[src/hw/rtl/port_debounce_click_long_press_macros.svh]
// Assertion macros for the port debounce, click and long-press block.
// Used by modules that check their own logic; needs clk_i and rst_ni in scope.
`ifndef PORT_DEBOUNCE_CLICK_LONG_PRESS_MACROS_SVH
`define PORT_DEBOUNCE_CLICK_LONG_PRESS_MACROS_SVH

// Check a property on every rising clock edge outside reset.
`define PDCLP_ASSERT(lbl, prop, msg) \
  lbl: assert property (@(posedge clk_i) disable iff (!rst_ni) (prop)) else $error(msg);

// Check that a condition implies a consequence on the next clock edge.
`define PDCLP_ASSERT_NEXT(lbl, cond, cons, msg) \
  lbl: assert property (@(posedge clk_i) disable iff (!rst_ni) (cond) |=> (cons)) \
    else $error(msg);

`endif

[src/hw/rtl/pdclp_pkg.sv]
// Shared types and constants for the port debounce, click and long-press block.
// No dependencies.
package pdclp_pkg;

  typedef enum logic [2:0] {
    CFG_USB_THRESHOLD     = 3'd0,
    CFG_DEBOUNCE_TICKS    = 3'd1,
    CFG_PRESS_GAP_TICKS   = 3'd2,
    CFG_RELEASE_GAP_TICKS = 3'd3,
    CFG_CLICK_LIMIT       = 3'd4,
    CFG_HOLD_ON_MIN       = 3'd5,
    CFG_HOLD_ON_MAX       = 3'd6,
    CFG_HOLD_OFF_TICKS    = 3'd7
  } cfg_idx_e;

  localparam int unsigned CfgIdxW  = 3;
  localparam int unsigned CfgDataW = 16;
  localparam int unsigned AdcW     = 12;
  localparam int unsigned BatW     = 16;
  localparam int unsigned ProdW    = AdcW + BatW;
  localparam int unsigned HoldW    = 12;
  localparam int unsigned GapW     = 8;
  localparam int unsigned CntW     = 4;
  localparam int unsigned SampleW  = 4;

  localparam int unsigned SbMic  = 0;
  localparam int unsigned SbUsb  = 1;
  localparam int unsigned SbKey  = 2;
  localparam int unsigned SbHeat = 3;

  localparam logic [HoldW-1:0] HoldMax = {HoldW{1'b1}};

  typedef struct packed {
    logic [15:0]      usb_threshold;
    logic [CntW-1:0]  debounce_ticks;
    logic [GapW-1:0]  press_gap_ticks;
    logic [GapW-1:0]  release_gap_ticks;
    logic [CntW-1:0]  click_limit;
    logic [HoldW-1:0] hold_on_min;
    logic [HoldW-1:0] hold_on_max;
    logic [HoldW-1:0] hold_off_ticks;
  } cfg_t;

  typedef struct packed {
    logic out_start;
    logic out_stop_event;
    logic usb_attach_event;
    logic usb_detach_event;
    logic usb_in;
    logic heat_in;
    logic power_on;
    logic display_on_event;
    logic sleep_event;
    logic gear_high;
    logic gear_toggle_event;
  } res_t;

endpackage

[src/hw/rtl/pdclp_level.sv]
// Sample word builder: scales the USB reading and packs it with three pins.
// Depends on pdclp_pkg.
module pdclp_level (
  input  logic                             mic_pin_i,
  input  logic                             key_pin_i,
  input  logic                             heat_pin_i,
  input  logic [pdclp_pkg::AdcW-1:0]       usb_adc_i,
  input  logic [pdclp_pkg::BatW-1:0]       bat_volt_i,
  input  logic [15:0]                      usb_threshold_i,
  output logic [pdclp_pkg::SampleW-1:0]    sample_o
);

  logic [pdclp_pkg::ProdW-1:0] prod;
  logic [15:0]                 level;

  assign prod  = {{pdclp_pkg::BatW{1'b0}}, usb_adc_i} * {{pdclp_pkg::AdcW{1'b0}}, bat_volt_i};
  assign level = prod[pdclp_pkg::ProdW-1:pdclp_pkg::AdcW];

  always_comb begin
    sample_o                     = '0;
    sample_o[pdclp_pkg::SbMic]  = mic_pin_i;
    sample_o[pdclp_pkg::SbUsb]  = (level >= usb_threshold_i);
    sample_o[pdclp_pkg::SbKey]  = ~key_pin_i;
    sample_o[pdclp_pkg::SbHeat] = heat_pin_i;
  end

endmodule

[src/hw/rtl/pdclp_ctrl.sv]
// Tick controller: debounce, edge events, click counting and long-press power.
// Depends on pdclp_pkg and the assertion macro header.
`include "port_debounce_click_long_press_macros.svh"

module pdclp_ctrl (
  input  logic                          clk_i,
  input  logic                          rst_ni,
  input  logic                          step_i,
  input  logic [pdclp_pkg::SampleW-1:0] sample_i,
  input  pdclp_pkg::cfg_t               cfg_i,
  output pdclp_pkg::res_t               res_o
);

  logic [pdclp_pkg::SampleW-1:0] acc_q, acc_d;
  logic [pdclp_pkg::CntW-1:0]    dcnt_q, dcnt_d;
  logic                          held_q, held_d;
  logic [pdclp_pkg::HoldW-1:0]   hold_q, hold_d;
  logic [pdclp_pkg::GapW-1:0]    gap_q, gap_d;
  logic [pdclp_pkg::CntW-1:0]    click_q, click_d;
  logic                          power_q, power_d;
  logic                          gear_q, gear_d;
  logic                          fo_out_q, fo_out_d;
  logic                          fo_usb_q, fo_usb_d;
  logic                          fo_heat_q, fo_heat_d;
  logic [pdclp_pkg::SampleW-1:0] rise, fall;
  logic                          accept;
  logic                          ev_stop, ev_att, ev_det, ev_disp, ev_sleep, ev_gear;

  always_comb begin
    acc_d     = acc_q;
    dcnt_d    = dcnt_q;
    held_d    = held_q;
    hold_d    = hold_q;
    gap_d     = gap_q;
    click_d   = click_q;
    power_d   = power_q;
    gear_d    = gear_q;
    fo_out_d  = fo_out_q;
    fo_usb_d  = fo_usb_q;
    fo_heat_d = fo_heat_q;
    ev_stop   = 1'b0;
    ev_att    = 1'b0;
    ev_det    = 1'b0;
    ev_disp   = 1'b0;
    ev_sleep  = 1'b0;
    ev_gear   = 1'b0;
    rise      = sample_i & ~acc_q;
    fall      = ~sample_i & acc_q;
    accept    = 1'b0;

    if (sample_i != acc_q) begin
      if (dcnt_q < cfg_i.debounce_ticks) begin
        dcnt_d = dcnt_q + 1'b1;
      end else begin
        accept = 1'b1;
      end
    end else begin
      dcnt_d = '0;
    end

    if (accept) begin
      if (rise[pdclp_pkg::SbMic]) begin
        power_d  = 1'b1;
        fo_out_d = 1'b1;
      end
      if (fall[pdclp_pkg::SbMic]) begin
        fo_out_d = 1'b0;
        ev_stop  = 1'b1;
      end
      if (rise[pdclp_pkg::SbKey]) begin
        gap_d  = cfg_i.press_gap_ticks;
        held_d = 1'b1;
        if (click_q < cfg_i.click_limit) begin
          click_d = click_q + 1'b1;
        end
      end
      if (fall[pdclp_pkg::SbKey]) begin
        gap_d  = cfg_i.release_gap_ticks;
        held_d = 1'b0;
      end
      if (rise[pdclp_pkg::SbUsb]) begin
        fo_usb_d = 1'b1;
        ev_att   = 1'b1;
      end
      if (fall[pdclp_pkg::SbUsb]) begin
        fo_usb_d = 1'b0;
        ev_det   = 1'b1;
      end
      if (rise[pdclp_pkg::SbHeat]) begin
        fo_heat_d = 1'b1;
      end
      if (fall[pdclp_pkg::SbHeat]) begin
        fo_heat_d = 1'b0;
      end
      dcnt_d = '0;
      acc_d  = sample_i;
    end

    if (held_d) begin
      if (hold_q < pdclp_pkg::HoldMax) begin
        hold_d = hold_q + 1'b1;
      end
      priority if (!power_d && hold_d >= cfg_i.hold_on_min && hold_d <= cfg_i.hold_on_max) begin
        ev_disp = 1'b1;
        power_d = 1'b1;
      end else if (hold_d >= cfg_i.hold_off_ticks) begin
        power_d  = 1'b0;
        ev_sleep = 1'b1;
      end else begin
        ev_sleep = 1'b0;
      end
    end else begin
      hold_d = '0;
    end

    if (gap_d != '0) begin
      gap_d = gap_d - 1'b1;
    end else begin
      if (click_d == pdclp_pkg::CntW'(1)) begin
        gear_d  = ~gear_q;
        ev_gear = 1'b1;
        if (!power_d) begin
          ev_disp = 1'b1;
        end
      end
      click_d = '0;
    end

    res_o.out_start         = fo_out_d;
    res_o.out_stop_event    = ev_stop;
    res_o.usb_attach_event  = ev_att;
    res_o.usb_detach_event  = ev_det;
    res_o.usb_in            = fo_usb_d;
    res_o.heat_in           = fo_heat_d;
    res_o.power_on          = power_d;
    res_o.display_on_event  = ev_disp;
    res_o.sleep_event       = ev_sleep;
    res_o.gear_high         = gear_d;
    res_o.gear_toggle_event = ev_gear;
  end

  always_ff @(posedge clk_i or negedge rst_ni) begin
    if (!rst_ni) begin
      acc_q     <= '0;
      dcnt_q    <= '0;
      held_q    <= 1'b0;
      hold_q    <= '0;
      gap_q     <= '0;
      click_q   <= '0;
      power_q   <= 1'b0;
      gear_q    <= 1'b0;
      fo_out_q  <= 1'b0;
      fo_usb_q  <= 1'b0;
      fo_heat_q <= 1'b0;
    end else if (step_i) begin
      acc_q     <= acc_d;
      dcnt_q    <= dcnt_d;
      held_q    <= held_d;
      hold_q    <= hold_d;
      gap_q     <= gap_d;
      click_q   <= click_d;
      power_q   <= power_d;
      gear_q    <= gear_d;
      fo_out_q  <= fo_out_d;
      fo_usb_q  <= fo_usb_d;
      fo_heat_q <= fo_heat_d;
    end
  end

  `PDCLP_ASSERT(a_hold_idle, !held_q |-> (hold_q == '0), "hold count running without key held")
  `PDCLP_ASSERT(a_sleep_off, res_o.sleep_event |-> !res_o.power_on, "sleep event with power on")
  `PDCLP_ASSERT_NEXT(a_gear_flip, step_i && ev_gear, gear_q != $past(gear_q), "gear did not toggle")
  `PDCLP_ASSERT_NEXT(a_accept_word, step_i && accept, acc_q == $past(sample_i), "accepted word lost")

endmodule

[src/hw/rtl/port_debounce_click_long_press.sv]
// Top level of the port debounce, click and long-press block: config registers,
// input stage and result register. Depends on pdclp_pkg, pdclp_level, pdclp_ctrl.
//
//  channel | signals                                   | direction
//  --------+-------------------------------------------+----------
//  cfg     | cfg_valid_i/cfg_ready_o, index, data      | in
//  in      | in_valid_i/in_ready_o, pins, adc, battery | in
//  out     | out_valid_o/out_ready_i, level and events | out
//
// One transaction per cycle while the output is not stalled; a result passes through the
// sample register, which takes the multiply and compare, and then the result register,
// which takes the tick controller's result.
// Reset clears all but the sample and result registers and loads the register defaults;
// cfg_ready_o is always high. A stall on the output holds the result and then the sample
// stage, and in_ready_o drops only when both are full.
module port_debounce_click_long_press (
  input  logic                             clk_i,
  input  logic                             rst_ni,
  input  logic                             cfg_valid_i,
  output logic                             cfg_ready_o,
  input  logic [pdclp_pkg::CfgIdxW-1:0]    cfg_index_i,
  input  logic [pdclp_pkg::CfgDataW-1:0]   cfg_data_i,
  input  logic                             in_valid_i,
  output logic                             in_ready_o,
  input  logic                             mic_pin_i,
  input  logic                             key_pin_i,
  input  logic                             heat_pin_i,
  input  logic [pdclp_pkg::AdcW-1:0]       usb_adc_i,
  input  logic [pdclp_pkg::BatW-1:0]       bat_volt_i,
  output logic                             out_valid_o,
  input  logic                             out_ready_i,
  output logic                             out_start_o,
  output logic                             out_stop_event_o,
  output logic                             usb_attach_event_o,
  output logic                             usb_detach_event_o,
  output logic                             usb_in_o,
  output logic                             heat_in_o,
  output logic                             power_on_o,
  output logic                             display_on_event_o,
  output logic                             sleep_event_o,
  output logic                             gear_high_o,
  output logic                             gear_toggle_event_o
);

  pdclp_pkg::cfg_t               cfg_q;
  logic [pdclp_pkg::SampleW-1:0] sample;
  logic [pdclp_pkg::SampleW-1:0] sample_q;
  logic                          s1_valid_q;
  logic                          out_valid_q;
  logic                          out_free;
  logic                          step;
  pdclp_pkg::res_t               res;
  pdclp_pkg::res_t               res_q;

  assign cfg_ready_o = 1'b1;

  always_ff @(posedge clk_i or negedge rst_ni) begin
    if (!rst_ni) begin
      cfg_q.usb_threshold     <= 16'd350;
      cfg_q.debounce_ticks    <= 4'd3;
      cfg_q.press_gap_ticks   <= 8'd50;
      cfg_q.release_gap_ticks <= 8'd30;
      cfg_q.click_limit       <= 4'd10;
      cfg_q.hold_on_min       <= 12'd300;
      cfg_q.hold_on_max       <= 12'd1000;
      cfg_q.hold_off_ticks    <= 12'd3000;
    end else if (cfg_valid_i) begin
      unique case (pdclp_pkg::cfg_idx_e'(cfg_index_i))
        pdclp_pkg::CFG_USB_THRESHOLD:     cfg_q.usb_threshold     <= cfg_data_i;
        pdclp_pkg::CFG_DEBOUNCE_TICKS:    cfg_q.debounce_ticks    <= cfg_data_i[3:0];
        pdclp_pkg::CFG_PRESS_GAP_TICKS:   cfg_q.press_gap_ticks   <= cfg_data_i[7:0];
        pdclp_pkg::CFG_RELEASE_GAP_TICKS: cfg_q.release_gap_ticks <= cfg_data_i[7:0];
        pdclp_pkg::CFG_CLICK_LIMIT:       cfg_q.click_limit       <= cfg_data_i[3:0];
        pdclp_pkg::CFG_HOLD_ON_MIN:       cfg_q.hold_on_min       <= cfg_data_i[11:0];
        pdclp_pkg::CFG_HOLD_ON_MAX:       cfg_q.hold_on_max       <= cfg_data_i[11:0];
        pdclp_pkg::CFG_HOLD_OFF_TICKS:    cfg_q.hold_off_ticks    <= cfg_data_i[11:0];
        default: ;
      endcase
    end
  end

  pdclp_level u_level (
    .mic_pin_i       (mic_pin_i),
    .key_pin_i       (key_pin_i),
    .heat_pin_i      (heat_pin_i),
    .usb_adc_i       (usb_adc_i),
    .bat_volt_i      (bat_volt_i),
    .usb_threshold_i (cfg_q.usb_threshold),
    .sample_o        (sample)
  );

  assign out_free   = !out_valid_q || out_ready_i;
  assign step       = s1_valid_q && out_free;
  assign in_ready_o = !s1_valid_q || out_free;

  always_ff @(posedge clk_i or negedge rst_ni) begin
    if (!rst_ni) begin
      s1_valid_q  <= 1'b0;
      out_valid_q <= 1'b0;
    end else begin
      if (in_ready_o) begin
        s1_valid_q <= in_valid_i;
      end
      if (out_free) begin
        out_valid_q <= s1_valid_q;
      end
    end
  end

  always_ff @(posedge clk_i) begin
    if (in_valid_i && in_ready_o) begin
      sample_q <= sample;
    end
    if (step) begin
      res_q <= res;
    end
  end

  pdclp_ctrl u_ctrl (
    .clk_i    (clk_i),
    .rst_ni   (rst_ni),
    .step_i   (step),
    .sample_i (sample_q),
    .cfg_i    (cfg_q),
    .res_o    (res)
  );

  assign out_valid_o         = out_valid_q;
  assign out_start_o         = res_q.out_start;
  assign out_stop_event_o    = res_q.out_stop_event;
  assign usb_attach_event_o  = res_q.usb_attach_event;
  assign usb_detach_event_o  = res_q.usb_detach_event;
  assign usb_in_o            = res_q.usb_in;
  assign heat_in_o           = res_q.heat_in;
  assign power_on_o          = res_q.power_on;
  assign display_on_event_o  = res_q.display_on_event;
  assign sleep_event_o       = res_q.sleep_event;
  assign gear_high_o         = res_q.gear_high;
  assign gear_toggle_event_o = res_q.gear_toggle_event;

endmodule

[config.mk]
export PLATFORM = sky130hd
export DESIGN_NAME = port_debounce_click_long_press
export DESIGN_NICKNAME = d
export VERILOG_FILES = /design/src/hw/rtl/pdclp_pkg.sv /design/src/hw/rtl/pdclp_level.sv /design/src/hw/rtl/pdclp_ctrl.sv /design/src/hw/rtl/port_debounce_click_long_press.sv
export VERILOG_INCLUDE_DIRS = /design/src /design/src/hw/rtl
export SDC_FILE = /design/constraint.sdc
export NUM_CORES = 1
export LEC_CHECK = 0
export BUFFER_PORTS_ARGS = -buffer_cell sky130_fd_sc_hd__buf_2
export CAP_MARGIN = 25
export CORE_MARGIN = 4
export CORE_UTILIZATION = 64
export CTS_CLUSTER_DIAMETER = 30
export DETAILED_ROUTE_END_ITERATION = 12
export PLACE_DENSITY_LB_ADDON = 0.25
export SLEW_MARGIN = 20
export SYNTH_ARGS = -nofsm -noshare
export SYNTH_HDL_FRONTEND = slang
export SYNTH_SLANG_ARGS = --single-unit
[constraint.sdc]
create_clock -name clk_i -period 4.25 [get_ports clk_i]
set_input_delay 0 -clock clk_i [delete_from_list [all_inputs] [get_ports clk_i]]
set_output_delay 0 -clock clk_i [all_outputs]
set_load 0.02 [all_outputs]
==> results of run 1 <==
==> stage by stage <==
step / hold slack (ns) / instances / power [mW] / instance area [sq um]
after floorplan: -0.296 / 1442 / 7.30 / 13700
after global placement: 0.183 / 1831 / 9.26 / 14800
after detailed placement: 0.180 / 1831 / 9.58 / 14800
after CTS: 0.0344 / 1886 / 11.3 / 15700
after global routing: 0.0912 / 1887 / 12.8 / 15800
final: 0.0551 / 1887 / 11.6 / 15800
==> timing repair <==
| action | 4_1_cts | 5_1_grt |
|---|---|---|
| buffers inserted | 0 | 1 |
| setup endpoints to repair | 1 | 5 |
| gates cloned | 0 | 0 |
| pin swaps | 0 | 13 |
| endpoints found under the hold margin | 131 | 0 |
| resized for setup | 0 | 30 |
| hold buffers | 23 | 0 |
==> kinds of logic after synthesis <==
kind of cell,after synthesis
AND/OR/NAND/NOR,424
adder cells (fa/ha/maj),271
multiplexers,58
AO/OA/AOI/OAI,203
XOR/XNOR,27
flip-flops,131
buffers and inverters,327
other,1
==> layout make-up <==
| cell class | instances | area (sq um) | share of cell area |
|---|---|---|---|
| multi-input combinational | 984 | 8960 | 0.566 |
| timing repair buffer | 200 | 1460 | 0.0923 |
| tap | 270 | 338 | 0.0213 |
| clock inverter | 9 | 138 | 0.00869 |
| inverter | 270 | 1010 | 0.0640 |
| clock buffer | 23 | 531 | 0.0335 |
| sequential | 131 | 3400 | 0.214 |
==> sequential cells by signal, indices dropped and copies added, names as in the netlist, 4 cells and up <==
name / cells
cfg_q: 76
u_ctrl.hold_q: 12
u_ctrl.gap_q: 8
sample_q: 4
u_ctrl.acc_q: 4
u_ctrl.click_q: 4
u_ctrl.dcnt_q: 4
==> where the power goes <==
group          switching, mW  internal (mW)
Clock                  0.562           1.06
Combinational           4.20           3.91
Sequential             0.211           1.63
Total                   4.97           6.60
==> path summary, 6_finish.rpt <==
path                                                      to  depth (start not counted)
worst max-delay path                   sample_q[1]$_DFFE_PP_                         22
worst min-delay path                   cfg_q[39]$_DFFE_PN1P_                          5
worst max register to register  display_on_event_o$_DFFE_PP_                         16
worst min register to register     u_ctrl.gear_q$_DFFE_PN0P_                          1
max in group asynchronous              cfg_q[21]$_DFFE_PN1P_                          3
min in group asynchronous          u_ctrl.gear_q$_DFFE_PN0P_                          2
==> routing by layer <==
layer,up-vias,part of all wire,GRT usage
li1,4996,-,-
met1,5279,0.42,0.352
met2,300,0.51,0.458
met3,59,0.057,0.0498
met4,0,0.018,0.0615
met5,-,0,0
==> worst register-to-register path, stage by stage, from the launching register on <==
cell and delay [ns]:
dfrtp_1 0.43, ha_1 0.26, nand2_1 0.18, nor4_2 0.08, buf_4 0.15, and3_2 0.25
nor2_2 0.26, nand3_1 0.19, xnor2_2 0.25, ha_1 0.29, a21o_1 0.17, a21oi_1 0.15
o21ai_0 0.14, a221oi_2 0.34, a21oi_1 0.10, or3b_2 0.52, a21bo_1 0.21
==> cell usage in the layout (no fill, tap or decap), types with 16 or more instances in the layout <==
master	n
a21oi_1	40
o31ai_1	16
fa_1	136
nor2_1	38
buf_2	61
nand3_1	19
o21ai_0	61
inv_1	267
clkbuf_16	19
ha_1	129
dlygate4sd3_1	23
buf_4	104
mux2_2	55
nand2_1	216
dfrtp_1	82
and2_1	64
dfstp_2	34
a21o_1	16
==> metrics, run 1 <==
# IOs=approximately 70; vias per inst=5.64; Max-Slew Margin vs Limit=0.341; CP Cell Sequence=buf_2, buf_4, and2_1, fa_1, ha_1, fa_1, inv_1, fa_1, fa_1, inv_1, ha_1, nor4_4, o41ai_2, a2111o_1, nand3_2, and3b_2, xnor2_1, ha_1, a2111oi_4, o21ai_1, a221o_1, a211o_1; Longest Clk Path Bufs=2; Fillers=around 1400; Area Growth Syn to Fin=17.7%; Initial Util=0.659; worst-margin pin slew=0.980 ns; Syn. warnings=0; pre-CTS setup slack=-1.78 ns; Synth Flop Type=dfrtp_1; LEAKAGE=roughly 8.0 nW; max cap viols=0; Top delay family on crit path=adder cells; list of most frequent post-synthesis cells=inv_1 (270), nand2_1 (220), fa_1 (139), ha_1 (132), dfrtp_1 (82); TNS Setup=-1.32 ns; die area=23400 sq um; Detail Route Antenna Nets=0; highest clock rate=between 0.15 and 0.2 GHz; root buffer cell=clkbuf_16; initial antenna violation count=0; 1st-pass router iterations=5; most used cell, CP=fa_1; H-Tree Depth=4; Final period util=1.31; Worst Hold Class=input pin to flop; Core Region=slightly above 20000 sq um; Chip Height=between 150 and 200 um; leading area contributor after synthesis=fa_1; failing checks=negative setup slack; setup violators final=1; Peak VDD IR=0.735 mV; Routability Congestion=approximately 0.86; compound-cell area share of the yosys netlist=0.104; Die W=approximately 150 um; Slowest-stage cell, CP=fa_1; final count of pins violating max slew=0; Crit Path Max Fanout=6; largest net degree at the start of global routing=approximately 80; fraction of registers with async set/reset=0.885; DR vias=10600; DRC errors left=0; RSZ-0062 raised after global routing=true; Critical Path Source Type=input pin; Yosys cell types=just over 70; clk sink count=131; CTS Buf Count=17; Adder-Cell Fraction of Synth Area=0.330; TritonCTS clock tree=built; Remaining Overflow, GRT=0; vias in the first global route=between 10000 and 15000; minimum clock period=5.57 ns; worst setup margin=-1.32 ns; worst skew pair latency=about 0.42 ns; diode count=0; Syn Inst Count=about 1400; nets@finish=just under 2000; 1st-iter DRT viols=452; share of layout cells above drive strength 1=0.216; EDFF count, synth=15; outcome=complete, but fails checks; top cells by area, synth=fa_1 (21%), dfrtp_1 (15%), ha_1 (12%), inv_1 (7.5%), dfstp_2 (6.6%); detailed placement HPWL=23.3 mm; Util after Layout=0.775; Worst EP arrival=roughly 5.7 ns; cell area after synthesis=13500 sq um; post-synth top area share=0.207; average routed wire per standard cell=roughly 16 um; CP startpoint=usb_adc_i[3]; Final Hold Viols=0; first-pass GRT wire length=a little over 50 mm; FF-to-FF setup slack=roughly 0.17 ns; main combinational cell family by area after synthesis=adder cells; Post-Route Skew=~0.0086 ns; count leader, synth=inv_1; CP Class=input pin to flop; sequential share of the synthesized area=0.252; Global Route Usage Sum=0.266; simple-gate area share of the yosys netlist=0.154; Critical Path RT=~4.4 ns; final wirelength=between 30 and 40 mm; worst r2r src=u_ctrl.hold_q[0]$_DFFE_PN0P_; Cell Rows=52; crit-path max cell delay=between 0.5 and 0.6 ns; Pwr Density=between 700 and 800 nW/um^2; Critical Path Sink Type=flop; WP buf/inv=4; mux contribution to synthesized area=0.0483; clock slew at the register clock pins of the worst setup and hold paths=0.06 ns; Mapped Avg Cell Area=9.33 sq um; syn_nets=approximately 1800; FF+latch count, synth=~130; port bufs=67; min-delay src=cfg_index_i[2]; xor and xnor fraction of the mapped netlist area=0.0176
Power figures use the tool's default switching activity.
==> run 2, diff against run 1 <==
--- a/config.mk
+++ b/config.mk
@@ -8,8 +8,10 @@
 export LEC_CHECK = 0
 export BUFFER_PORTS_ARGS = -buffer_cell sky130_fd_sc_hd__buf_2
 export CAP_MARGIN = 25
+export CELL_PAD_IN_SITES_DETAIL_PLACEMENT = 0
+export CELL_PAD_IN_SITES_GLOBAL_PLACEMENT = 1
 export CORE_MARGIN = 4
-export CORE_UTILIZATION = 64
+export CORE_UTILIZATION = 50
 export CTS_CLUSTER_DIAMETER = 30
 export DETAILED_ROUTE_END_ITERATION = 12
 export PLACE_DENSITY_LB_ADDON = 0.25
==> run 2 against run 1 <==
The run still ends with negative setup slack left. Total power fell by 3.6%. Cell count grew 4.0%. Combinational power is 3.1% lower. Critical path type unchanged. Largest cell class unchanged. Global-route usage decreased by 5.7 points. Critical path depth increased by 1. Via count fell by 3.5%. Wire length is 3.5% lower. Register-to-register slack improved by 0.15 ns. Die area increased by 26%. Critical endpoint unchanged. Sequential power barely moved.
==> metrics, run 2 (synthesis gave the netlist of run 1 again) <==
clock slew at the register clock pins of the worst setup and hold paths=0.06 ns (about the same); die area=29600 sq um (+26%); worst-margin pin slew=0.994 ns (+0.0131 ns); H-Tree Depth=4 (unchanged); Area Growth Syn to Fin=17.8% (about the same); Worst Hold Class=input pin to asynchronous set/reset pin; 1st-pass router iterations=5 (unchanged); vias per inst=5.23 (-7.2%); failing checks=negative setup slack; Remaining Overflow, GRT=0 (unchanged); average routed wire per standard cell=15.0 um (-7.2%); Longest Clk Path Bufs=2 (unchanged); nets@finish=1940 (+0.52%); share of layout cells above drive strength 1=0.215 (-0.00194); Biggest register=cfg_q; most frequent cells in the layout=inv_1 (268), nand2_1 (216), fa_1 (136), ha_1 (127), buf_4 (120); setup violators final=1 (unchanged); Die W=172 um (+12%); vias in the first global route=10500 (-5.1%); minimum clock period=5.53 ns (-0.0347 ns); Routability Congestion=0.831 (-3.2%); Final Hold Viols=0 (unchanged); LEAKAGE=7.95 nW (-0.19%); Chip Height=172 um (+12%); Critical Path Sink Type=flop; Fin Hold WS=0.0129 ns (-0.0423 ns); Global Route Usage Sum=0.209 (-0.0568); largest net degree at the start of global routing=77 (-6.1%); Final period util=1.30 (-0.00818); Max-Slew Margin vs Limit=0.333 (-0.00879); max cap viols=0 (unchanged); post-place instance area=15000 sq um (+0.99%); commonest non-fill, non-tap cell in the layout=inv_1; port bufs=67 (unchanged); Pwr Density=704 nW/um^2 (-3.7%); final non-filler cell total=1962 (+4.0%); root buffer cell=clkbuf_16; biggest regs=cfg_q: 76 flops, u_ctrl.hold_q: 12 flops, u_ctrl.gap_q: 8 flops; TNS Setup=-1.28 ns (+0.0347 ns); setup bufs post-CTS=0 (unchanged); final count of pins violating max slew=0 (unchanged); Detail Route Antenna Nets=0 (unchanged); CTS Buf Count=17 (unchanged); depth of the worst register-to-register path=15 (-1); DR vias=10300 (-3.5%); Crit Path Max Fanout=5 (-1); dpl cells=1907 (+4.2%); max reg flops=76 (unchanged); first-pass GRT wire length=50.7 mm (-2.1%); initial antenna violation count=0 (unchanged); detailed placement HPWL=23.6 mm (+1.5%); RSZ-0062 raised after global routing=true; # IOs=69 (unchanged); highest clock rate=0.181 GHz (+0.63%); Initial Util=0.512 (-0.147); worst setup margin=-1.28 ns (+0.0347 ns); final wirelength=29.4 mm (-3.5%); design area=15800 sq um (about the same); Post-Route Skew=0.0140 ns (+0.00541 ns); Worst EP arrival=5.68 ns (-0.06 ns); Critical Path RT=4.40 ns (-0.02 ns); Cell Rows=59 (+13%); Core Region=26300 sq um (+29%); outcome=complete, but fails checks; Util after Layout=0.603 (-0.172); Peak VDD IR=0.698 mV (-5.0%); Critical Path Source Type=input pin; DRC errors left=0 (unchanged); diode count=0 (unchanged); TritonCTS clock tree=built; CP Class=input pin to flop; 1st-iter DRT viols=495 (+9.5%); worst skew pair latency=0.41 ns (about the same); Fillers=2317 (+70%); clk sink count=131 (unchanged)
==> run 2: cell count changes in the layout (fill, tap and decap cells not counted), sizes merged <==
cell / change
clkinv: +4
clkinvlp: -1
inv: -1
buf: +15
dlygate4sd3: -1
clkbuf: -6
==> run 2: worst paths after layout <==
check,start,to,slack (ns)
max reg2reg,u_ctrl.hold_q[1]$_DFFE_PN0P_,display_on_event_o$_DFFE_PP_,0.32
min in group clk_i,cfg_data_i[0],cfg_q[36]$_DFFE_PN0P_,0.03
min reg2reg,u_ctrl.fo_usb_q$_DFFE_PN0P_,u_ctrl.fo_usb_q$_DFFE_PN0P_,0.48
max,bat_volt_i[7],sample_q[1]$_DFFE_PP_,-1.28
max in group asynchronous,rst_ni,cfg_q[19]$_DFFE_PN1P_,3.07
min,rst_ni,u_ctrl.click_q[2]$_DFFE_PN0P_,0.01
==> run 2: area by class of cell <==
cell class / instances / area (sq um) / area share
Sequential cell: 131 / 3400 / 0.214
Inverter: 270 / 1010 / 0.0640
Multi-Input combinational cell: 984 / 8910 / 0.562
Tap cell: 335 / 419 / 0.0265
Timing Repair Buffer: 210 / 1520 / 0.0959
Clock inverter: 11 / 136 / 0.00861
Clock buffer: 21 / 450 / 0.0284
==> run 2: critical path, cell delays in order <==
cell	delay, ns
buf_2	0.17
buf_4	0.16
buf_4	0.10
nand2_1	0.07
fa_1	0.46
fa_1	0.55
inv_1	0.06
fa_1	0.51
fa_1	0.55
inv_1	0.05
fa_1	0.52
inv_1	0.04
ha_1	0.32
buf_4	0.13
and4_1	0.17
nand4_1	0.21
and2_4	0.25
xnor2_1	0.12
ha_1	0.20
a2111oi_2	0.32
o21ai_1	0.12
a221o_1	0.33
a211o_1	0.26
==> run 2: through the flow <==
step           total power [mW]  setup WS [ns]
6_report                   11.2          -1.28
4_1_cts                    11.2          -1.30
3_3_place_gp               9.43          -1.74
3_5_place_dp               9.61          -1.75
2_1_floorplan              7.30          -1.32
5_1_grt                    12.4          -1.50
==> run 2: metal layers <==
| layer | vias up | GRT usage | part of all wire |
|---|---|---|---|
| met1 | 5110 | 0.300 | 0.48 |
| met4 | 0 | 0.0311 | 0.0069 |
| li1 | 5011 | - | - |
| met3 | 21 | 0.0217 | 0.020 |
| met5 | - | 0 | 0 |
| met2 | 117 | 0.353 | 0.49 |
==> run 2: timing repair <==
item / CTS / global route
setup endpoints to repair: 1 / 4
pin swaps: 1 / 3
gates resized for setup: 3 / 10
hold buffers: 22 / 0
hold endpoints to repair: 112 / 0
==> run 2: where the power goes <==
group	switching (mW)	internal, mW
logic	4.00	3.86
registers	0.196	1.63
clock network	0.536	0.932
